## config.mk

```make
export PLATFORM = sky130hd
export DESIGN_NAME = ktos_cell
export DESIGN_NICKNAME = d
export VERILOG_FILES = /design/src/rtl/ktos_pkg.sv /design/src/rtl/ktos_cell.sv
export SDC_FILE = /design/constraint.sdc
export NUM_CORES = 1
export LEC_CHECK = 0
export BUFFER_PORTS_ARGS = -buffer_cell sky130_fd_sc_hd__buf_2
export CAP_MARGIN = 20
export CORE_MARGIN = 2
export CORE_UTILIZATION = 30
export DETAILED_ROUTE_END_ITERATION = 10
export MAX_ROUTING_LAYER = met4
export PLACE_DENSITY = 0.71
export SLEW_MARGIN = 20
export SYNTH_ARGS = -nofsm -noshare
export SYNTH_HDL_FRONTEND = slang
export SYNTH_SLANG_ARGS = --single-unit
```

## constraint.sdc

```tcl
create_clock -name clk_i -period 1.9 [get_ports clk_i]
set_input_delay 0.095 -clock clk_i [delete_from_list [all_inputs] [get_ports clk_i]]
set_output_delay 0.095 -clock clk_i [all_outputs]
set_load 0.1 [all_outputs]
```

## src/rtl/ktos_pkg.sv

```systemverilog
package ktos_pkg;

  localparam int unsigned ENTRIES = 64;
  localparam int unsigned IDX_W   = $clog2(ENTRIES + 1);
  localparam int unsigned ADDR_W  = 24;
  localparam int unsigned TS_W    = 48;
  localparam int unsigned WIN_W   = 32;
  localparam int unsigned OCC_W   = 7;
  localparam int unsigned CNT_W   = 32;
  localparam int unsigned KIND_W  = 3;

  localparam logic [IDX_W-1:0] LAST_IDX    = IDX_W'(ENTRIES - 1);
  localparam logic [OCC_W-1:0] ENTRIES_OCC = OCC_W'(ENTRIES);
  localparam logic [OCC_W-1:0] CAP_RESET   = OCC_W'(64);

  localparam logic CMD_OBSERVE = 1'b0;
  localparam logic CMD_SWEEP   = 1'b1;

  typedef enum logic [KIND_W-1:0] {
    KIND_REFRESH = 3'd0,
    KIND_ADMIT   = 3'd1,
    KIND_EVICT   = 3'd2,
    KIND_STALE   = 3'd3,
    KIND_NONE    = 3'd4
  } kind_e;

  typedef struct packed {
    logic              valid;
    logic [ADDR_W-1:0] addr;
    logic [TS_W-1:0]   ts;
  } entry_t;

  typedef struct packed {
    logic   shift;
    entry_t wb;
  } ring_ctl_t;

endpackage

```

## src/rtl/ktos_cell.sv

```systemverilog
module ktos_cell (
  input  logic             clk_i,
  input  logic             rst_ni,
  input  logic             shift_i,
  input  ktos_pkg::entry_t d_i,
  output ktos_pkg::entry_t q_o
);
  import ktos_pkg::*;

  logic                 valid_q;
  logic [ADDR_W-1:0]    addr_q;
  logic [TS_W-1:0]      ts_q;

  always_ff @(posedge clk_i or negedge rst_ni) begin
    if (!rst_ni) begin
      valid_q <= 1'b0;
    end else if (shift_i) begin
      valid_q <= d_i.valid;
    end
  end

  always_ff @(posedge clk_i) begin
    if (shift_i) begin
      addr_q <= d_i.addr;
      ts_q   <= d_i.ts;
    end
  end

  assign q_o = '{valid: valid_q, addr: addr_q, ts: ts_q};

endmodule

```

==> flow_summary.yaml, run 1 <==
route:
  drt-total-wl_um: 5600
  post_drt_wl_per_cell_um: 13.5
  via_per_inst: 3.90
  drt_iter0_drc: 52
  firstDrtPassIters: 3
  detail-route-antenna-nets: 0
  drcViolationCount: 0
  via_count: 1623
synthesis:
  synth_most_common_cell: "edfxtp_1"
  ys.warnings.count: 0
  syn_area_sq_um: 2210
  ys_ff_latch: 73
  ys_types: 4
  ys.flop_type: "edfxtp_1"
  synth_nets: 151
  ys_top_cells_by_count: "edfxtp_1 (72), buf_4 (1), dfrtp_1 (1), mux2_4 (1)"
  yosys-top-cells-area: "edfxtp_1 (98%), dfrtp_1 (1.1%), mux2_4 (0.68%)"
  synthCells: 75
  avgSynthCellArea_sq_um: 29.5
  yosys.area.top_type: "edfxtp_1"
  synth_edf_count: 72
  ys_async_sr_fraction_pct: 1.37
  yosysSeqAreaShare_pct: 99.0
  synth_top_area_share_pct: 97.8
grt:
  grt_usage_pct: 14.3
  grt_pass1_vias: 1817
  grt_max_degree: 34
  grt_overflow: 0
  grt_first_pass_wirelength_um: 8470
  antenna_found_initial: 3
timing:
  period_minus_slack_ns: 1.22
  hold_ws_ns: 0.0656
  rsz0062_at_grt: "no"
  worst_slew_pin_slew_ns: 0.509
  slew-limit-headroom_pct: 66.3
  setup_viol: 0
  tns_ns: 0
  final.period_utilization_pct: 64.1
  finalClockSkew_ns: 0
  finalHoldViolations: 0
  maxSlewViolCount: 0
  max_freq_mhz: 821
worst_setup_path:
  cp-endpoint: "q_o[61]"
  cpMaxStageDelayCell: "buf_2"
  critPathCaptureType: "primary output"
  r2r_start: "valid_q"
  crit_path_start: "addr_q[13]"
  cp_max_fo: 1
  cp_top_family: "buffers and inverters"
  crit_arrival_ns: 1.12
  path_depth: 1
  reg2reg_depth: 1
  rr_endpoint: "valid_q"
  r2r_slack_ns: 1.14
  path_class: "reg -> out"
  critPathLaunchType: "register"
  path_buf_inv: 1
  path_cells: "buf_2"
  max_stage_delay_ns: 0.43
  crit_required_ns: 1.80
layout:
  nets: 385
  drive_above_1_share_pct: 52.2
  syn2layout_area_growth_pct: 82.4
cts:
  tritoncts.num_buffers: 9
  cts-resized-gates: 0
  cts_tree: "built"
  root_buffer: "clkbuf_8"
  cts.clk_slew.worst_paths_ns: 0.07
  cts_htree_levels: 3
  ctsHoldBuffers: 74
  clock_tree.buffer_depth: 2
  clock_sinks: 73
  clk_latency_ns: 0.33
  cts_setup_buffers: 0
floorplanning:
  std_cell_rows: 31
  pin_count: 149
  die_w_um: 89.8
  core_sq_um: 7180
  fp.dieH_um: 89.8
  start_util_pct: 30.8
  dieArea_sq_um: 8070
hold_path:
  hold_class: "in -> async"
placement:
  numPortBuffers: 148
  place.gp.congestion: 0.674
job:
  maxCapViolations: 0
power:
  powerDensity_nw_per_um2: 1080
  ir_worst_vdd_uv: 676
  p_leak_nw: 1.72
status:
  status: "completed"
sequential cells by signal (all words and copies together), names as in the netlist:
signal   cells
ts_q        48
addr_q      24
valid_q      1
cell type report:
cell class / instances / area (sq um)
clock buffer: 10 / 128
multi-input combinational: 1 / 15.0
tap: 99 / 124
clock inverter: 6 / 58.8
antenna: 3 / 7.51
fill: 579 / 3140
timing repair buffer: 224 / 1510
sequential: 73 / 2190
report_power, final:
part           total [mW]  switching [mW]  internal (mW)
Sequential           1.94          0.0310           1.91
Combinational        1.27            1.03          0.240
Clock                1.13           0.535          0.598
Total                4.34            1.60           2.75
cells by family (layout without fill, tap and decap cells):
kind of cell	Yosys count	count (layout)	share of synthesized area, %
buffers and inverters	1	240	0.340
muxes	1	1	0.679
other	0	3	0
DFF	73	73	99.0
metal layers:
metal / vias up / global-route usage [%] / part of all wire [%]
met2: 93 / 23.9 / 51
met1: 746 / 15.1 / 39
met5: - / - / 0
met3: 10 / 5.78 / 8.8
li1: 774 / - / -
met4: 0 / 5.90 / 1.4
cells in the final DEF, fill, tap and decap left out:
master         instances
buf_12                 1
clkbuf_8               9
clkbuf_1               1
clkinv_2               1
bufinv_16              1
clkinv_1               2
clkinvlp_4             1
mux2_4                 1
clkinv_4               1
dfrtp_1                1
buf_2                147
dlygate4sd3_1         74
diode_2                3
buf_4                  2
edfxtp_1              72
worst min-delay path by stage:
stage | start | endpoint | slack [ns]
after floorplan | rst_ni | valid_q | -0.20
after global placement | rst_ni | valid_q | -0.13
after detailed placement | rst_ni | valid_q | -0.13
after CTS | rst_ni | valid_q | 0.04
after global routing | rst_ni | valid_q | 0.05
final | rst_ni | valid_q | 0.07
stage by stage:
stage | total power [mW] | area [sq um] | instances | worst slack, ns | util (%)
after floorplan | 2.90 | 2210 | 75 | 0.901 | -
after global placement | 3.12 | 3100 | 323 | 0.875 | 43.2
after detailed placement | 3.13 | 3100 | 323 | 0.848 | 43.2
after CTS | 4.38 | 4020 | 413 | 0.653 | 56.1
after global routing | 4.49 | 4030 | 416 | 0.622 | 56.2
final | 4.34 | 4030 | 416 | 0.682 | 56.2
Power figures use the tool's default switching activity.
==> inputs of run 2 (changes only) <==
==> constraint.sdc (replaced) <==
create_clock -name clk_i -period 1.25 [get_ports clk_i]
set_input_delay 0.0625 -clock clk_i [delete_from_list [all_inputs] [get_ports clk_i]]
set_output_delay 0.0625 -clock clk_i [all_outputs]
set_load 0.1 [all_outputs]
==> run 2 against run 1 <==
Sequential power grew 52%. Wire length shrank 1.1%. Critical path depth is the same. Clock power grew 59%. Sequential cell count is the same. First-iteration DRC count shrank 40%. Critical path type unchanged.
==> flow_summary.yaml, run 2 (same netlist as run 1, synthesis figures left out) <==
status:
  status: "completed"
placement:
  place.gp.congestion: 0.677
  place_hpwl_um: 3670
  numPortBuffers: 148
  place_area_sq_um: 3120
  place_ws_ns: 0.345
worst_setup_path:
  critPathCaptureType: "primary output"
  path_cells: "buf_2"
  path_class: "reg -> out"
  cp_max_fo: 1
  crit_arrival_ns: 1.11
  cp_top_family: "buffers and inverters"
  crit_required_ns: 1.19
  path_buf_inv: 1
  cpMaxStageDelayCell: "buf_2"
  critPathLaunchType: "register"
  max_stage_delay_ns: 0.43
cts:
  cts_tree: "built"
  cts_htree_levels: 3
  clock_tree.buffer_depth: 2
  root_buffer: "clkbuf_8"
  ctsHoldBuffers: 74
  clk_latency_ns: 0.32
  tritoncts.num_buffers: 9
  cts-resized-gates: 0
  cts.clk_slew.worst_paths_ns: 0.07
  cts_setup_buffers: 0
  clock_sinks: 73
power:
  ir_worst_vdd_uv: 942
  p_leak_nw: 1.74
  powerDensity_nw_per_um2: 1650
timing:
  period_minus_slack_ns: 1.17
  tns_ns: 0
  final.period_utilization_pct: 93.9
  setup_viol: 0
  rsz0062_at_grt: "no"
  setup_slack_ns: 0.0767
  finalClockSkew_ns: 0
  maxSlewViolCount: 0
  hold_ws_ns: 0.0343
  finalHoldViolations: 0
  worst_slew_pin_slew_ns: 0.502
  slew-limit-headroom_pct: 66.8
  max_freq_mhz: 852
grt:
  grt_usage_pct: 14.8
  antenna_found_initial: 1
  grt_first_pass_wirelength_um: 8790
  grt_pass1_vias: 1829
  grt_max_degree: 28
  grt_overflow: 0
layout:
  nets: 386
  layout_common_cells: "buf_2 (147), dlygate4sd3_1 (74), edfxtp_1 (72)"
  max_flop_register: "ts_q"
  fin_area_sq_um: 4060
  nFillCells: 566
  reg_top3: "ts_q: 48 flops, addr_q: 24 flops, valid_q: 1 flops"
  drive_above_1_share_pct: 52.7
  final_common_cell: "buf_2"
  largest_reg_flops: 48
  syn2layout_area_growth_pct: 83.7
floorplanning:
  pin_count: 149
  die_w_um: 89.8
  start_util_pct: 30.8
  fp.dieH_um: 89.8
  core_sq_um: 7180
  dieArea_sq_um: 8070
  std_cell_rows: 31
route:
  via_per_inst: 3.90
  drt_iter0_drc: 31
  detail-route-antenna-nets: 0
  via_count: 1619
  drt-total-wl_um: 5540
  post_drt_wl_per_cell_um: 13.4
  firstDrtPassIters: 4
  drcViolationCount: 0
hold_path:
  hold_class: "in -> async"
job:
  maxCapViolations: 0
## run 2: final timing paths
kind | start | end | slack [ns] | depth (start not counted)
worst max-delay path | ts_q[35] | q_o[35] | 0.08 | 1
worst min-delay path | rst_ni | valid_q | 0.03 | 2
worst max register to register | valid_q | valid_q | 0.50 | 1
worst min register to register | valid_q | valid_q | 0.51 | 1
max in group asynchronous | rst_ni | valid_q | 1.13 | 2
min in group clk_i | shift_i | ts_q[30] | 0.13 | 1
## run 2: report_power, final
| group | switching [mW] | internal [mW] | total, mW |
|---|---|---|---|
| Clock | 0.778 | 1.03 | 1.80 |
| Sequential | 0.0472 | 2.90 | 2.95 |
| Combinational | 1.56 | 0.372 | 1.94 |
| Total | 2.39 | 4.30 | 6.69 |
## run 2: final cells by class
| cell class | instances | area [sq um] | share of cell area [%] |
|---|---|---|---|
| Sequential cell | 73 | 2190 | 53.9 |
| Multi-Input combinational cell | 1 | 15.0 | 0.370 |
| Clock inverter | 3 | 40.0 | 0.986 |
| Tap cell | 99 | 124 | 3.05 |
| Antenna cell | 1 | 2.50 | 0.0617 |
| Timing Repair Buffer | 225 | 1530 | 37.7 |
| Clock buffer | 13 | 159 | 3.91 |
## run 2: metal layers
| layer | part of all wire (%) | vias to the layer above | global-route usage (%) |
|---|---|---|---|
| met5 | 0 | - | - |
| met4 | 1.1 | 0 | 5.38 |
| met3 | 7.4 | 8 | 4.86 |
| met2 | 51 | 91 | 24.2 |
| met1 | 40 | 746 | 17.1 |
| li1 | - | 774 | - |
## run 2: metrics by stage
step / cells / util, % / total power [mW]
CTS: 414 / 56.5 / 6.76
floorplan: 75 / - / 4.41
detailed placement: 324 / 43.4 / 4.76
global placement: 324 / 43.4 / 4.75
global route: 415 / 56.6 / 6.91
finish: 415 / 56.6 / 6.69
==> inputs of run 3 (changes only) <==
==> constraint.sdc (replaced) <==
create_clock -name clk_i -period 1.1 [get_ports clk_i]
set_input_delay 0.055 -clock clk_i [delete_from_list [all_inputs] [get_ports clk_i]]
set_output_delay 0.055 -clock clk_i [all_outputs]
set_load 0.1 [all_outputs]
==> run 3 against run 2 <==
Critical path depth stayed put. Sequential share of layout area is 9.3 points lower. Register-to-register slack worse by 0.20 ns. Final cell count stayed put. Die area stayed put. Critical endpoint is now q_o[57]. Largest cell class is now buffers.
==> flow_summary.yaml, run 3 (same netlist as run 1, synthesis figures left out) <==
layout:
  largest_reg_flops: 48
  max_flop_register: "ts_q"
  nFillCells: 457
  drive_above_1_share_pct: 52.5
  instances_no_fill: 415
  reg_top3: "ts_q: 48 flops, addr_q: 24 flops, valid_q: 1 flops"
  n_antenna_cell: 0
  layout_common_cells: "dlygate4sd3_1 (74), buf_2 (74), edfxtp_1 (72)"
  nets: 387
  syn2layout_area_growth_pct: 122
  utilization_pct: 68.3
cts:
  clk_latency_ns: 0.34
  root_buffer: "clkbuf_8"
  cts.clk_slew.worst_paths_ns: 0.08
  cts_htree_levels: 3
  clock_tree.buffer_depth: 2
  tritoncts.num_buffers: 9
  cts_tree: "built"
  cts_setup_buffers: 0
  clock_sinks: 73
status:
  status: "completed"
floorplanning:
  pin_count: 149
  core_sq_um: 7180
  std_cell_rows: 31
  dieArea_sq_um: 8070
  fp.dieH_um: 89.8
  start_util_pct: 30.8
  die_w_um: 89.8
route:
  detail-route-antenna-nets: 0
  drcViolationCount: 0
  via_per_inst: 4.00
  firstDrtPassIters: 4
  post_drt_wl_per_cell_um: 15.6
  drt_iter0_drc: 34
  drt-total-wl_um: 6460
  via_count: 1659
timing:
  setup_viol: 0
  finalClockSkew_ns: 0
  maxSlewViolCount: 0
  rsz0062_at_grt: "no"
  worst_slew_pin_slew_ns: 0.282
  final.period_utilization_pct: 93.7
  setup_slack_ns: 0.0694
  tns_ns: 0
  finalHoldViolations: 0
  slew-limit-headroom_pct: 81.3
  period_minus_slack_ns: 1.03
  max_freq_mhz: 970
job:
  maxCapViolations: 0
worst_setup_path:
  path_class: "reg -> out"
  critPathCaptureType: "primary output"
  crit_required_ns: 1.04
  crit_arrival_ns: 0.98
  path_cells: "buf_4"
  reg2reg_depth: 1
  cp_max_fo: 1
  r2r_start: "valid_q"
  path_buf_inv: 1
  cpMaxStageDelayCell: "edfxtp_1"
  rr_endpoint: "valid_q"
  cp_top_family: "flip-flops"
  r2r_slack_ns: 0.30
  critPathLaunchType: "register"
  max_stage_delay_ns: 0.35
grt:
  grt_first_pass_wirelength_um: 9930
  antenna_found_initial: 0
  grt_overflow: 0
  grt_pass1_vias: 1876
  grt_usage_pct: 17.1
  grt_max_degree: 29
placement:
  numPortBuffers: 148
  place.gp.congestion: 0.690
  place_ws_ns: 0.256
  dp_cells: 325
  place_hpwl_um: 4030
hold_path:
  hold_class: "in -> async"
power:
  p_leak_nw: 2.04
  total_power_mw: 7.99
  ir_worst_vdd_uv: 840
  powerDensity_nw_per_um2: 1630
run 3: cell count changes in the layout (fill, tap and decap cells not counted), sizes merged:
cell and change:
clkinvlp +1, bufinv -1, diode -1, buf +1
run 3: power breakdown:
| group | internal, mW | switching [mW] | total, mW |
|---|---|---|---|
| registers | 3.31 | 0.150 | 3.46 |
| logic | 0.948 | 1.80 | 2.75 |
| clock network | 0.876 | 0.907 | 1.78 |
| total | 5.13 | 2.85 | 7.99 |
run 3: what timing repair did:
item	in CTS	in global routing
hold endpoints to repair	74	0
resized for setup	18	0
hold buffers	74	0
setup endpoints to repair	18	0
run 3: metrics by stage:
stage                     hold WS (ns)  cell area [sq um]
final                           0.0404               4900
after detailed placement        -0.165               3950
after CTS                      0.00419               4900
after global routing            0.0376               4900
after global placement          -0.167               3950
after floorplan                 -0.241               2210
run 3: layout make-up:
| type | instances | area, sq um | share of cell area [%] |
|---|---|---|---|
| timing repair buffer | 226 | 2410 | 49.2 |
| sequential | 73 | 2190 | 44.6 |
| clock buffer | 13 | 149 | 3.04 |
| tap | 99 | 124 | 2.53 |
| clock inverter | 3 | 17.5 | 0.357 |
| multi-input combinational | 1 | 15.0 | 0.306 |
run 3: worst max path at each step:
stage              start      end  slack (ns)  depth (start not counted)
6_report       addr_q[9]  q_o[57]        0.07                          1
4_1_cts        addr_q[9]  q_o[57]        0.04                          1
2_1_floorplan    ts_q[0]   q_o[0]        0.14                          0
3_5_place_dp     shift_i  ts_q[4]        0.26                          2
3_3_place_gp     shift_i  ts_q[7]        0.27                          2
5_1_grt        addr_q[9]  q_o[57]        0.02                          1
run 3: per-layer routing:
metal / part of all wire [%] / global-route usage, % / vias to the layer above
li1: - / - / 775
met1: 34 / 17.1 / 769
met2: 56 / 30.6 / 100
met3: 7.2 / 5.20 / 15
met4: 2.4 / 7.69 / 0
met5: 0 / - / -
