<file path="config.mk">
export PLATFORM = sky130hd
export DESIGN_NAME = ktos_ctrl_flat
export DESIGN_NICKNAME = d
export VERILOG_FILES = /design/src/rtl/ktos_pkg.sv /design/src/rtl/ktos_in_if.sv /design/src/rtl/ktos_out_if.sv /design/src/rtl/ktos_ctrl.sv /design/src/flat_wrapper.sv
export SDC_FILE = /design/constraint.sdc
export NUM_CORES = 1
export LEC_CHECK = 0
export ABC_AREA = 1
export BUFFER_PORTS_ARGS = -buffer_cell sky130_fd_sc_hd__buf_4
export CORE_ASPECT_RATIO = 2
export CORE_MARGIN = 8
export CORE_UTILIZATION = 25
export CTS_BUF_LIST = sky130_fd_sc_hd__clkbuf_8
export CTS_CLUSTER_SIZE = 25
export DETAILED_ROUTE_END_ITERATION = 6
export GPL_TIMING_DRIVEN = 0
export PLACE_DENSITY = 0.49
export SLEW_MARGIN = 25
export SYNTH_ARGS = -nofsm -noshare
export SYNTH_HDL_FRONTEND = slang
export SYNTH_SLANG_ARGS = --single-unit
</file>
<file path="constraint.sdc">
create_clock -name clk_i -period 5.7 [get_ports clk_i]
set_clock_uncertainty 0.2 [all_clocks]
set_input_delay 1.71 -clock clk_i [delete_from_list [all_inputs] [get_ports clk_i]]
set_output_delay 1.71 -clock clk_i [all_outputs]
set_load 0.01 [all_outputs]
</file>
<file path="src/rtl/ktos_pkg.sv">
package ktos_pkg;

  localparam int unsigned ENTRIES = 64;
  localparam int unsigned IDX_W   = $clog2(ENTRIES + 1);
  localparam int unsigned ADDR_W  = 24;
  localparam int unsigned TS_W    = 48;
  localparam int unsigned WIN_W   = 32;
  localparam int unsigned OCC_W   = 7;
  localparam int unsigned CNT_W   = 32;
  localparam int unsigned KIND_W  = 3;

  localparam logic [IDX_W-1:0] LAST_IDX    = IDX_W'(ENTRIES - 1);
  localparam logic [OCC_W-1:0] ENTRIES_OCC = OCC_W'(ENTRIES);
  localparam logic [OCC_W-1:0] CAP_RESET   = OCC_W'(64);

  localparam logic CMD_OBSERVE = 1'b0;
  localparam logic CMD_SWEEP   = 1'b1;

  typedef enum logic [KIND_W-1:0] {
    KIND_REFRESH = 3'd0,
    KIND_ADMIT   = 3'd1,
    KIND_EVICT   = 3'd2,
    KIND_STALE   = 3'd3,
    KIND_NONE    = 3'd4
  } kind_e;

  typedef struct packed {
    logic              valid;
    logic [ADDR_W-1:0] addr;
    logic [TS_W-1:0]   ts;
  } entry_t;

  typedef struct packed {
    logic   shift;
    entry_t wb;
  } ring_ctl_t;

endpackage

</file>
<file path="src/rtl/ktos_in_if.sv">
interface ktos_in_if;
  logic                         valid;
  logic                         ready;
  logic                         cmd;
  logic [ktos_pkg::ADDR_W-1:0]  aircraft_address;
  logic [ktos_pkg::TS_W-1:0]    timestamp_ms;
  logic [ktos_pkg::WIN_W-1:0]   stale_window;

  modport source (output valid, cmd, aircraft_address, timestamp_ms, stale_window,
                  input ready);
  modport sink   (input valid, cmd, aircraft_address, timestamp_ms, stale_window,
                  output ready);
endinterface

</file>
<file path="src/rtl/ktos_out_if.sv">
interface ktos_out_if;
  logic                         valid;
  logic                         ready;
  logic [ktos_pkg::KIND_W-1:0]  kind;
  logic [ktos_pkg::ADDR_W-1:0]  reported_address;
  logic [ktos_pkg::OCC_W-1:0]   occupancy;
  logic [ktos_pkg::CNT_W-1:0]   eviction_total;
  logic                         last_of_run;

  modport source (output valid, kind, reported_address, occupancy, eviction_total,
                  last_of_run, input ready);
  modport sink   (input valid, kind, reported_address, occupancy, eviction_total,
                  last_of_run, output ready);
endinterface

</file>
<file path="src/rtl/ktos_ctrl.sv">
module ktos_ctrl (
  input  logic                     clk_i,
  input  logic                     rst_ni,
  input  logic                     cfg_we_i,
  input  logic [ktos_pkg::OCC_W-1:0] cfg_wdata_i,
  input  ktos_pkg::entry_t         head_i,
  output ktos_pkg::ring_ctl_t      ring_o,
  ktos_in_if.sink                  in_i,
  ktos_out_if.source               out_o
);
  import ktos_pkg::*;

  typedef enum logic [2:0] {ST_IDLE, ST_OBS1, ST_OBS2, ST_SWP, ST_EMIT} state_e;

  state_e             state_q, state_d, next_q, next_d;
  logic [IDX_W-1:0]   cnt_q, cnt_d;
  logic [OCC_W-1:0]   cap_q;
  logic [OCC_W-1:0]   vcnt_q, vcnt_d;
  logic [CNT_W-1:0]   evcnt_q, evcnt_d;
  logic [ADDR_W-1:0]  addr_q, addr_d;
  logic [TS_W-1:0]    now_q, now_d;
  logic [WIN_W-1:0]   win_q, win_d;
  logic               hit_q, hit_d;
  logic               best_v_q, best_v_d;
  logic [ADDR_W-1:0]  best_addr_q, best_addr_d;
  logic [TS_W-1:0]    best_ts_q, best_ts_d;
  logic               evict_q, evict_d;
  logic               done_q, done_d;
  logic               prev_v_q, prev_v_d;
  logic [ADDR_W-1:0]  prev_q, prev_d;
  logic               found_q, found_d;
  logic [ADDR_W-1:0]  min_q, min_d;
  kind_e              rkind_q, rkind_d;
  logic [ADDR_W-1:0]  raddr_q, raddr_d;
  logic               rlast_q, rlast_d;
  logic               ov_q, ov_d;
  kind_e              okind_q, okind_d;
  logic [ADDR_W-1:0]  oaddr_q, oaddr_d;
  logic [OCC_W-1:0]   oocc_q, oocc_d;
  logic [CNT_W-1:0]   oev_q, oev_d;
  logic               olast_q, olast_d;

  logic [OCC_W-1:0]   cap_eff;
  logic               pass_end;
  logic               stale;
  logic               older;
  logic [TS_W-1:0]    age;
  entry_t             wb;

  always_comb begin
    cap_eff = cap_q;
    if (cap_q == '0) cap_eff = OCC_W'(1);
    if (cap_q > ENTRIES_OCC) cap_eff = ENTRIES_OCC;
  end

  assign pass_end = (cnt_q == LAST_IDX);
  assign age      = now_q - head_i.ts;
  assign stale    = head_i.valid && (now_q > head_i.ts) && (age > TS_W'(win_q));
  assign older    = !best_v_q || (head_i.ts < best_ts_q) ||
                    ((head_i.ts == best_ts_q) && (head_i.addr < best_addr_q));

  always_comb begin
    state_d     = state_q;
    next_d      = next_q;
    cnt_d       = cnt_q;
    vcnt_d      = vcnt_q;
    evcnt_d     = evcnt_q;
    addr_d      = addr_q;
    now_d       = now_q;
    win_d       = win_q;
    hit_d       = hit_q;
    best_v_d    = best_v_q;
    best_addr_d = best_addr_q;
    best_ts_d   = best_ts_q;
    evict_d     = evict_q;
    done_d      = done_q;
    prev_v_d    = prev_v_q;
    prev_d      = prev_q;
    found_d     = found_q;
    min_d       = min_q;
    rkind_d     = rkind_q;
    raddr_d     = raddr_q;
    rlast_d     = rlast_q;
    ov_d        = ov_q;
    okind_d     = okind_q;
    oaddr_d     = oaddr_q;
    oocc_d      = oocc_q;
    oev_d       = oev_q;
    olast_d     = olast_q;
    wb          = head_i;

    if (ov_q && out_o.ready) ov_d = 1'b0;

    unique case (state_q)
      ST_IDLE: begin
        if (in_i.valid) begin
          addr_d   = in_i.aircraft_address;
          now_d    = in_i.timestamp_ms;
          win_d    = in_i.stale_window;
          cnt_d    = '0;
          hit_d    = 1'b0;
          best_v_d = 1'b0;
          done_d   = 1'b0;
          prev_v_d = 1'b0;
          found_d  = 1'b0;
          state_d  = (in_i.cmd == CMD_SWEEP) ? ST_SWP : ST_OBS1;
        end
      end
      ST_OBS1: begin
        if (head_i.valid && head_i.addr == addr_q) begin
          wb.ts = now_q;
          hit_d = 1'b1;
        end else if (head_i.valid && older) begin
          best_v_d    = 1'b1;
          best_ts_d   = head_i.ts;
          best_addr_d = head_i.addr;
        end
        cnt_d = pass_end ? '0 : cnt_q + 1'b1;
        if (pass_end) begin
          if (hit_d) begin
            rkind_d = KIND_REFRESH;
            raddr_d = addr_q;
            rlast_d = 1'b1;
            next_d  = ST_IDLE;
            state_d = ST_EMIT;
          end else begin
            evict_d = (vcnt_q >= cap_eff);
            state_d = ST_OBS2;
          end
        end
      end
      ST_OBS2: begin
        if (!done_q && ((evict_q && head_i.valid && head_i.addr == best_addr_q) ||
                        (!evict_q && !head_i.valid))) begin
          wb     = '{valid: 1'b1, addr: addr_q, ts: now_q};
          done_d = 1'b1;
        end
        cnt_d = pass_end ? '0 : cnt_q + 1'b1;
        if (pass_end) begin
          rlast_d = 1'b1;
          next_d  = ST_IDLE;
          state_d = ST_EMIT;
          if (evict_q) begin
            rkind_d = KIND_EVICT;
            raddr_d = best_addr_q;
            if (evcnt_q != '1) evcnt_d = evcnt_q + 1'b1;
          end else begin
            rkind_d = KIND_ADMIT;
            raddr_d = addr_q;
            vcnt_d  = vcnt_q + 1'b1;
          end
        end
      end
      ST_SWP: begin
        if (prev_v_q && head_i.valid && head_i.addr == prev_q) begin
          wb.valid = 1'b0;
        end else if (stale && (!prev_v_q || head_i.addr > prev_q) &&
                     (!found_q || head_i.addr < min_q)) begin
          found_d = 1'b1;
          min_d   = head_i.addr;
        end
        cnt_d = pass_end ? '0 : cnt_q + 1'b1;
        if (pass_end) begin
          prev_v_d = 1'b1;
          prev_d   = min_d;
          if (!prev_v_q) begin
            if (!found_d) begin
              rkind_d = KIND_NONE;
              raddr_d = '0;
              rlast_d = 1'b1;
              next_d  = ST_IDLE;
              state_d = ST_EMIT;
            end
          end else begin
            vcnt_d  = vcnt_q - 1'b1;
            rkind_d = KIND_STALE;
            raddr_d = prev_q;
            rlast_d = !found_d;
            next_d  = rlast_d ? ST_IDLE : ST_SWP;
            state_d = ST_EMIT;
          end
          found_d = 1'b0;
        end
      end
      ST_EMIT: begin
        if (!ov_q || out_o.ready) begin
          ov_d    = 1'b1;
          okind_d = rkind_q;
          oaddr_d = raddr_q;
          oocc_d  = vcnt_q;
          oev_d   = evcnt_q;
          olast_d = rlast_q;
          state_d = next_q;
        end
      end
      default: state_d = ST_IDLE;
    endcase
  end

  always_ff @(posedge clk_i or negedge rst_ni) begin
    if (!rst_ni) begin
      state_q  <= ST_IDLE;
      next_q   <= ST_IDLE;
      cnt_q    <= '0;
      cap_q    <= CAP_RESET;
      vcnt_q   <= '0;
      evcnt_q  <= '0;
      ov_q     <= 1'b0;
      hit_q    <= 1'b0;
      best_v_q <= 1'b0;
      evict_q  <= 1'b0;
      done_q   <= 1'b0;
      prev_v_q <= 1'b0;
      found_q  <= 1'b0;
    end else begin
      state_q  <= state_d;
      next_q   <= next_d;
      cnt_q    <= cnt_d;
      if (cfg_we_i) cap_q <= cfg_wdata_i;
      vcnt_q   <= vcnt_d;
      evcnt_q  <= evcnt_d;
      ov_q     <= ov_d;
      hit_q    <= hit_d;
      best_v_q <= best_v_d;
      evict_q  <= evict_d;
      done_q   <= done_d;
      prev_v_q <= prev_v_d;
      found_q  <= found_d;
    end
  end

  always_ff @(posedge clk_i) begin
    addr_q      <= addr_d;
    now_q       <= now_d;
    win_q       <= win_d;
    best_addr_q <= best_addr_d;
    best_ts_q   <= best_ts_d;
    prev_q      <= prev_d;
    min_q       <= min_d;
    rkind_q     <= rkind_d;
    raddr_q     <= raddr_d;
    rlast_q     <= rlast_d;
    okind_q     <= okind_d;
    oaddr_q     <= oaddr_d;
    oocc_q      <= oocc_d;
    oev_q       <= oev_d;
    olast_q     <= olast_d;
  end

  assign ring_o.shift = (state_q == ST_OBS1) || (state_q == ST_OBS2) ||
                        (state_q == ST_SWP);
  assign ring_o.wb    = wb;

  assign in_i.ready             = (state_q == ST_IDLE);
  assign out_o.valid            = ov_q;
  assign out_o.kind             = okind_q;
  assign out_o.reported_address = oaddr_q;
  assign out_o.occupancy        = oocc_q;
  assign out_o.eviction_total   = oev_q;
  assign out_o.last_of_run      = olast_q;

  a_occ_bound: assert property (@(posedge clk_i) disable iff (!rst_ni)
    vcnt_q <= ENTRIES_OCC) else $error("occupancy above table size");
  a_single_last: assert property (@(posedge clk_i) disable iff (!rst_ni)
    (ov_q && (okind_q == KIND_REFRESH || okind_q == KIND_ADMIT ||
              okind_q == KIND_EVICT || okind_q == KIND_NONE)) |-> olast_q)
    else $error("single-result transaction without last flag");
  a_busy_after_accept: assert property (@(posedge clk_i) disable iff (!rst_ni)
    (in_i.valid && in_i.ready) |=> !in_i.ready)
    else $error("ready after accept");
  a_evict_monotonic: assert property (@(posedge clk_i) disable iff (!rst_ni)
    $past(rst_ni) |-> evcnt_q >= $past(evcnt_q))
    else $error("eviction count decreased");

endmodule

</file>
<file path="src/flat_wrapper.sv">
// flat-port wrapper written by rule: the top's interface ports become plain ports
module ktos_ctrl_flat import ktos_pkg::*;
  (clk_i, rst_ni, cfg_we_i, cfg_wdata_i, head_i, ring_o, in_i_valid, in_i_cmd, in_i_aircraft_address, in_i_timestamp_ms, in_i_stale_window, in_i_ready, out_o_valid, out_o_kind, out_o_reported_address, out_o_occupancy, out_o_eviction_total, out_o_last_of_run, out_o_ready);
  ktos_in_if in_i_i ();
  ktos_out_if out_o_i ();
  input  logic clk_i;
  input  logic rst_ni;
  input  logic cfg_we_i;
  input  logic [ktos_pkg::OCC_W-1:0] cfg_wdata_i;
  input  ktos_pkg::entry_t head_i;
  output ktos_pkg::ring_ctl_t ring_o;
  input wire logic [$bits(in_i_i.valid)-1:0] in_i_valid;
  input wire logic [$bits(in_i_i.cmd)-1:0] in_i_cmd;
  input wire logic [$bits(in_i_i.aircraft_address)-1:0] in_i_aircraft_address;
  input wire logic [$bits(in_i_i.timestamp_ms)-1:0] in_i_timestamp_ms;
  input wire logic [$bits(in_i_i.stale_window)-1:0] in_i_stale_window;
  output wire logic [$bits(in_i_i.ready)-1:0] in_i_ready;
  output wire logic [$bits(out_o_i.valid)-1:0] out_o_valid;
  output wire logic [$bits(out_o_i.kind)-1:0] out_o_kind;
  output wire logic [$bits(out_o_i.reported_address)-1:0] out_o_reported_address;
  output wire logic [$bits(out_o_i.occupancy)-1:0] out_o_occupancy;
  output wire logic [$bits(out_o_i.eviction_total)-1:0] out_o_eviction_total;
  output wire logic [$bits(out_o_i.last_of_run)-1:0] out_o_last_of_run;
  input wire logic [$bits(out_o_i.ready)-1:0] out_o_ready;
  assign in_i_i.valid = in_i_valid;
  assign in_i_i.cmd = in_i_cmd;
  assign in_i_i.aircraft_address = in_i_aircraft_address;
  assign in_i_i.timestamp_ms = in_i_timestamp_ms;
  assign in_i_i.stale_window = in_i_stale_window;
  assign in_i_ready = in_i_i.ready;
  assign out_o_valid = out_o_i.valid;
  assign out_o_kind = out_o_i.kind;
  assign out_o_reported_address = out_o_i.reported_address;
  assign out_o_occupancy = out_o_i.occupancy;
  assign out_o_eviction_total = out_o_i.eviction_total;
  assign out_o_last_of_run = out_o_i.last_of_run;
  assign out_o_i.ready = out_o_ready;
  ktos_ctrl u_core (.clk_i(clk_i), .rst_ni(rst_ni), .cfg_we_i(cfg_we_i), .cfg_wdata_i(cfg_wdata_i), .head_i(head_i), .ring_o(ring_o), .in_i(in_i_i), .out_o(out_o_i));
endmodule
</file>
==> results.json, run 1 <==
{
  "num_vias": 19870,
  "internal_power_mw": 5.896,
  "routabilityCongestion": 0.9516,
  "critPathKind": "in2out",
  "fin_crit_ps": 6140,
  "viasPerCell": 4.556,
  "pwr_density_cell_nw_per_um2": 306.3,
  "area_delta_synth_final_pct": 32.75,
  "synthCells": 2654,
  "tightest_slew_ps": 879.7,
  "cp-endpoint": "ring_o[6]",
  "synth_area_leader_cell": "edfxtp_1",
  "yosys.cell_count.top_type": "nand2_1",
  "grt_pass1_wl_um": 132300,
  "cp-end-kind": "output pin",
  "cts_tree": "yes",
  "grt_usage_pct": 17.35,
  "clock_path_buffers": 3,
  "drive_gt1_share_pct": 24.72,
  "drtIter0Drc": 1019,
  "cts_max_level": 2,
  "yosys-top-cells-count": "nand2_1 (672), inv_1 (501), edfxtp_1 (319), ha_1 (213), nor2_1 (176)",
  "fin_crit_sh_pct": 107.7,
  "antenna_found_initial": 9,
  "start_util_pct": 25.17,
  "dieArea_um2": 104000,
  "fin_util_pct": 33.41,
  "yosysSeqAreaShare_pct": 47.92,
  "remaining_drc_errors": 0,
  "ys_warn_count": 0,
  "async_flop_share_pct": 16.71,
  "r2r_end": "u_core.raddr_q[19]",
  "cts.clk_slew.worst_paths_ps": 60,
  "finalSetupViolCount": 72,
  "syn_nets": 3059,
  "yosys.area.top_type_share_pct": 41.06,
  "core-area_um2": 92720,
  "synth.top_cells.by_area": "edfxtp_1 (41%), ha_1 (11%), nand2_1 (11%)",
  "avgSynthCellArea_um2": 8.791,
  "ys_seq_elements": 383,
  "rsz0062_at_grt": "true",
  "num_io_pins": 333,
  "pwr-share-clk_pct": 26.8,
  "grt.overflow.total": 0,
  "swShare_pct": 37.85,
  "routedWlPerCell_um": 21.42,
  "first_global_vias": 20970,
  "synth_cell_types": 62,
  "cp-startpoint": "head_i[51]",
  "final_net_count": 3517,
  "drtAntennaViolNets": 0,
  "start_kind": "primary input",
  "synthFlopType": "edfxtp_1",
  "synth-edff-count": 319,
  "clock.fmax_ghz": 0.1629,
  "cap_violations": 0,
  "cts_root_buf": "clkbuf_8",
  "p_seq_share_pct": 38.2,
  "cts_sinks": 383,
  "rr_startpoint": "u_core.now_q[21]",
  "slew_headroom_pct": 39.84,
  "holdBufCountCts": 0,
  "stdcell_count": 4362,
  "p_switching_mw": 3.590,
  "first_pass_iters": 6,
  "clk_latency_ps": 730,
  "dieHeight_um": 448.0,
  "hpwl_um": 75350,
  "syn-cell-area_um2": 23330,
  "hp-class": "reg2reg",
  "worst-r2r-setup-slack_ps": 790,
  "finalPower_mw": 9.486,
  "violations": "negative setup slack",
  "p_leak_nw": 14.26,
  "fin_ws_ps": -439.8,
  "rows": 158,
  "numPlacedInstances": 4194,
  "routed_wl_um": 93430,
  "fp.dieW_um": 232.0,
  "cp_data_arrival_time_ps": 4230,
  "cts_buffers": 61,
  "grt_max_degree": 65,
  "critPathRequiredTime_ps": 3790,
  "share_comb_of_total_power_pct": 35.0,
  "cp_max_fo": 8,
  "hold_ws_ps": 217.8,
  "slew_violations": 0,
  "vdd_ir_drop_max_v": 0.0002034,
  "port_buffers": 331,
  "hold_viol_final": 0,
  "run_status": "complete, but fails checks",
  "reg2reg_depth": 28
}
-- what timing repair did --
item,in CTS,in global routing
setup endpoints to repair,155,150
buffers inserted,22,29
pin swaps,12,33
resized for setup,220,233
cloned,4,3
-- metal layers --
| metal | global-route usage (%) | vias to the layer above | part of all wire, % |
|---|---|---|---|
| li1 | - | 9700 | - |
| met1 | 16.45 | 9341 | 34 |
| met2 | 33.39 | 601 | 54 |
| met3 | 3.405 | 224 | 5.0 |
| met4 | 11.09 | 6 | 6.9 |
| met5 | 0 | - | 0.044 |
-- power by group through the flow --
stage	sequential [mW]	combinational, mW	clock [mW]
floorplan	3.63	1.83	0
detailed placement	3.65	3.02	0
finish	3.63	3.32	2.54
global placement	3.70	2.94	0
global route	3.65	3.65	2.74
CTS	3.61	3.14	2.66
-- logic make-up after synthesis --
family,share of synthesized area (%)
xor+xnor,2.890
simple gates,19.35
mux,0.2359
compound gates,8.966
fa+ha+maj,11.59
buf+inv,9.036
flops,47.92
-- area by class of cell --
type	count	area (um^2)
fillers	9759	61740
multi-input cells	1728	11330
flip-flops and latches	383	11180
repair buffers	395	3458
inverters	512	1942
well taps	1200	1501
clock buffers	64	880.8
clock inverters	46	364.1
plain buffers	30	302.8
repair inverters	1	7.507
diodes	3	7.507
-- critical path, cell delays in order --
cell and delay [ps]:
buf_4 150, nor2_1 120, a221oi_1 600, nand2_1 200, nor4_4 360, nand2_1 190, nand2_8 210, buf_12 200
buf_8 140, nand2_1 80, o21ai_4 100, buf_6 130
-- registers in the layout, summed over array words and instances (netlist names), 3 cells and up --
| name | flops |
|---|---|
| u_core.prev_q | 24 |
| u_core.out_o.reported_address | 24 |
| u_core.raddr_q | 24 |
| u_core.rkind_q | 3 |
| u_core.cap_q | 7 |
| u_core.cnt_q | 7 |
| u_core.out_o.eviction_total | 32 |
| u_core.now_q | 48 |
| u_core.win_q | 32 |
| u_core.out_o.occupancy | 7 |
| u_core.best_addr_q | 24 |
| u_core.state_q | 3 |
| u_core.evcnt_q | 32 |
| u_core.best_ts_q | 48 |
| u_core.addr_q | 24 |
| u_core.min_q | 24 |
| u_core.out_o.kind | 3 |
| u_core.vcnt_q | 7 |
-- placed cells by master, fill, tap and decap left out, types with 25 or more instances in the layout --
cell type  synthesis  final
buf_4              2    338
dfrtp_1           63     63
a21oi_1          133    116
ha_1             213    189
xor2_1            49     49
nand2_2           15     48
clkbuf_8           0     69
nand2_1          672    602
o21ai_1            6     33
buf_6              6     38
nand4_1           47     47
inv_1            501    503
xnor2_1           28     28
nor2_1           176    153
o21ai_2            7     43
nor2_2            14     25
edfxtp_1         319    319
o21ai_0          136     59
nand2_4            0     36
nand3_1           70     65
-- worst min-delay path by stage --
stage	startpoint	slack, ps	cells after the start	end
6_report	u_core.raddr_q[23]	220	0	u_core.out_o.reported_address[23]
5_1_grt	u_core.raddr_q[17]	230	0	u_core.out_o.reported_address[17]
3_5_place_dp	u_core.rlast_q	200	0	u_core.out_o.last_of_run
3_3_place_gp	u_core.raddr_q[18]	200	0	u_core.out_o.reported_address[18]
2_1_floorplan	u_core.rkind_q[0]	200	0	u_core.out_o.kind[0]
4_1_cts	u_core.raddr_q[23]	220	0	u_core.out_o.reported_address[23]
-- metrics by stage --
| stage | setup TNS, ps | cell area [um^2] | setup slack [ps] |
|---|---|---|---|
| 6_report | -28520 | 30970 | -439.8 |
| 4_1_cts | -42400 | 29830 | -646.7 |
| 5_1_grt | -37850 | 30970 | -548.2 |
| 3_3_place_gp | -801970 | 27330 | -3721 |
| 3_5_place_dp | -276490 | 27600 | -2562 |
| 2_1_floorplan | 0 | 23340 | 44.28 |
Power figures use the tool's default switching activity.
==> run 2: changes to the inputs <==
==> constraint.sdc (replaced) <==
create_clock -name clk_i -period 7.8 [get_ports clk_i]
set_clock_uncertainty 0.2 [all_clocks]
set_input_delay 2.34 -clock clk_i [delete_from_list [all_inputs] [get_ports clk_i]]
set_output_delay 2.34 -clock clk_i [all_outputs]
set_load 0.01 [all_outputs]
==> results.json, run 2 (synthesized netlist as in run 1, its figures left out) <==
{
  "finalSetupTns_ps": 0,
  "hpwl_um": 75530,
  "p_leak_nw": 13.46,
  "cp-end-kind": "output pin",
  "start_util_pct": 25.17,
  "grt_max_degree": 83,
  "grt_usage_pct": 17.44,
  "layout_common_cells": "nand2_1 (671), inv_1 (509), buf_4 (335), edfxtp_1 (319), ha_1 (213)",
  "clk_latency_ps": 730,
  "cts_max_level": 3,
  "clock.fmax_ghz": 0.1303,
  "grt.overflow.total": 0,
  "holdBufCountCts": 0,
  "final_net_count": 3472,
  "crit_chain": "buf_4 > nand2_1 > o21ai_0 > nor4_1 > nand3_1 > nor4_4 > nand2_1 > nand2_8 > buf_6 > buf_6 > nand2_1 > o21ai_0 > buf_4",
  "cp_max_fo": 10,
  "dpl-instance-area_um2": 27610,
  "drtAntennaViolNets": 0,
  "crit_path_frequent_cell": "nand2_1",
  "run_status": "finished, final reports clean",
  "start_kind": "primary input",
  "fin_util_pct": 31.30,
  "cts_sinks": 383,
  "final_common_cell": "nand2_1",
  "crit_slowest_cell": "nand2_1",
  "top_regs": "u_core.best_ts_q x48, u_core.now_q x48",
  "crit_buf_inv": 4,
  "cp_top_family": "simple AND/OR/NAND/NOR gates",
  "num_vias": 19500,
  "remaining_drc_errors": 0,
  "vdd_ir_drop_max_v": 0.0001343,
  "core-area_um2": 92720,
  "routedWlPerCell_um": 21.34,
  "rows": 158,
  "finalPower_mw": 6.713,
  "fin_crit_ps": 7677,
  "cap_violations": 0,
  "num_io_pins": 333,
  "slew_violations": 0,
  "clock_path_buffers": 3,
  "first_global_vias": 21030,
  "finalSetupViolCount": 0,
  "fin_crit_sh_pct": 98.42,
  "stdcell_count": 4324,
  "port_buffers": 331,
  "dieHeight_um": 448.0,
  "slowest_delay_ps": 290,
  "slew_headroom_pct": 31.32,
  "viasPerCell": 4.510,
  "tightest_slew_ps": 1028,
  "final_area_um2": 29020,
  "dieArea_um2": 104000,
  "first_pass_iters": 5,
  "pwr_density_cell_nw_per_um2": 231.3,
  "routabilityCongestion": 0.9867,
  "drtIter0Drc": 1073,
  "cp_data_arrival_time_ps": 5140,
  "routed_wl_um": 92270,
  "numPlacedInstances": 4195,
  "critPathRequiredTime_ps": 5260,
  "drive_gt1_share_pct": 17.35,
  "fp.dieW_um": 232.0,
  "area_delta_synth_final_pct": 24.37,
  "nFillCells": 9864,
  "cts_buffers": 68,
  "antenna_found_initial": 10,
  "cts_root_buf": "clkbuf_8",
  "cts_tree": "yes",
  "hold_viol_final": 0,
  "critPathKind": "in2out",
  "hp-class": "reg2reg",
  "grt_pass1_wl_um": 132000,
  "cts.clk_slew.worst_paths_ps": 60
}
==> run 2: changes by cell type in the layout (fill, tap and decap cells not counted), sizes merged, moves of 3 or more <==
cell | previous run | this run
buf | 409 | 359
diode | 3 | 6
bufinv | 5 | 2
clkinv | 24 | 31
clkbuf | 80 | 85
==> run 2: worst reg2reg max path: cells and delay by family, from the launching register on <==
kind,cells,cell delay (ps)
AND/OR/NAND/NOR,21,2930
AO/OA/AOI/OAI,3,980
adder cells (fa/ha/maj),2,700
buffers and inverters,3,490
flip-flops,1,400
XOR/XNOR,1,180
==> run 2: layer usage <==
metal  part of all wire (%)  routed length [um]  track usage, %  vias to the layer above
met2                     53               48470           32.78                      535
met1                     35               32200           16.38                     9142
met5                  0.047                  43               0                        -
li1                       -                   -               -                     9606
met3                    5.4                4940           4.283                      213
met4                    7.2                6619           11.82                        6
==> run 2: what timing repair did <==
| action | in CTS | in global routing |
|---|---|---|
| endpoints found under the setup margin | 87 | 58 |
| setup buffers | 2 | 0 |
| pin swaps | 1 | 0 |
| gates cloned | 0 | 0 |
| gates resized for setup | 15 | 10 |
==> run 2: layout make-up <==
| type | count | area [um^2] | share of cell area [%] |
|---|---|---|---|
| repair buffers | 343 | 2748 | 9.468 |
| clock inverters | 51 | 325.3 | 1.121 |
| clock buffers | 70 | 963.4 | 3.320 |
| inverters | 512 | 1939 | 6.683 |
| multi-input cells | 1728 | 10150 | 34.98 |
| flip-flops and latches | 383 | 11180 | 38.53 |
| well taps | 1200 | 1501 | 5.174 |
| diodes | 6 | 15.01 | 0.05174 |
| plain buffers | 31 | 193.9 | 0.6683 |
==> run 2: report_power, final <==
part	internal, mW	leakage (nW)	switching [mW]	total (mW)
logic	0.713	8.97	1.49	2.20
registers	2.53	3.80	0.0986	2.63
clock network	0.918	0.692	0.964	1.88
==> run 2: stage by stage <==
stage          hold WS, ps  setup slack [ps]
4_1_cts              217.3             18.48
5_1_grt              225.3            -19.22
3_3_place_gp         202.9             -2561
2_1_floorplan        200.3             967.7
6_report             219.5             122.9
3_5_place_dp         204.5             -1124
==> run 2: worst paths after layout <==
path | start | endpoint | slack, ps | depth (start not counted)
max in group asynchronous | rst_ni | u_core.cnt_q[1] | 5250 | 1
worst min register to register | u_core.rkind_q[1] | u_core.out_o.kind[1] | 220 | 0
worst min-delay path | u_core.rkind_q[1] | u_core.out_o.kind[1] | 220 | 0
worst max-delay path | head_i[69] | ring_o[42] | 120 | 13
worst max register to register | u_core.now_q[2] | u_core.raddr_q[21] | 1620 | 30
min in group asynchronous | rst_ni | u_core.evcnt_q[18] | 1570 | 1
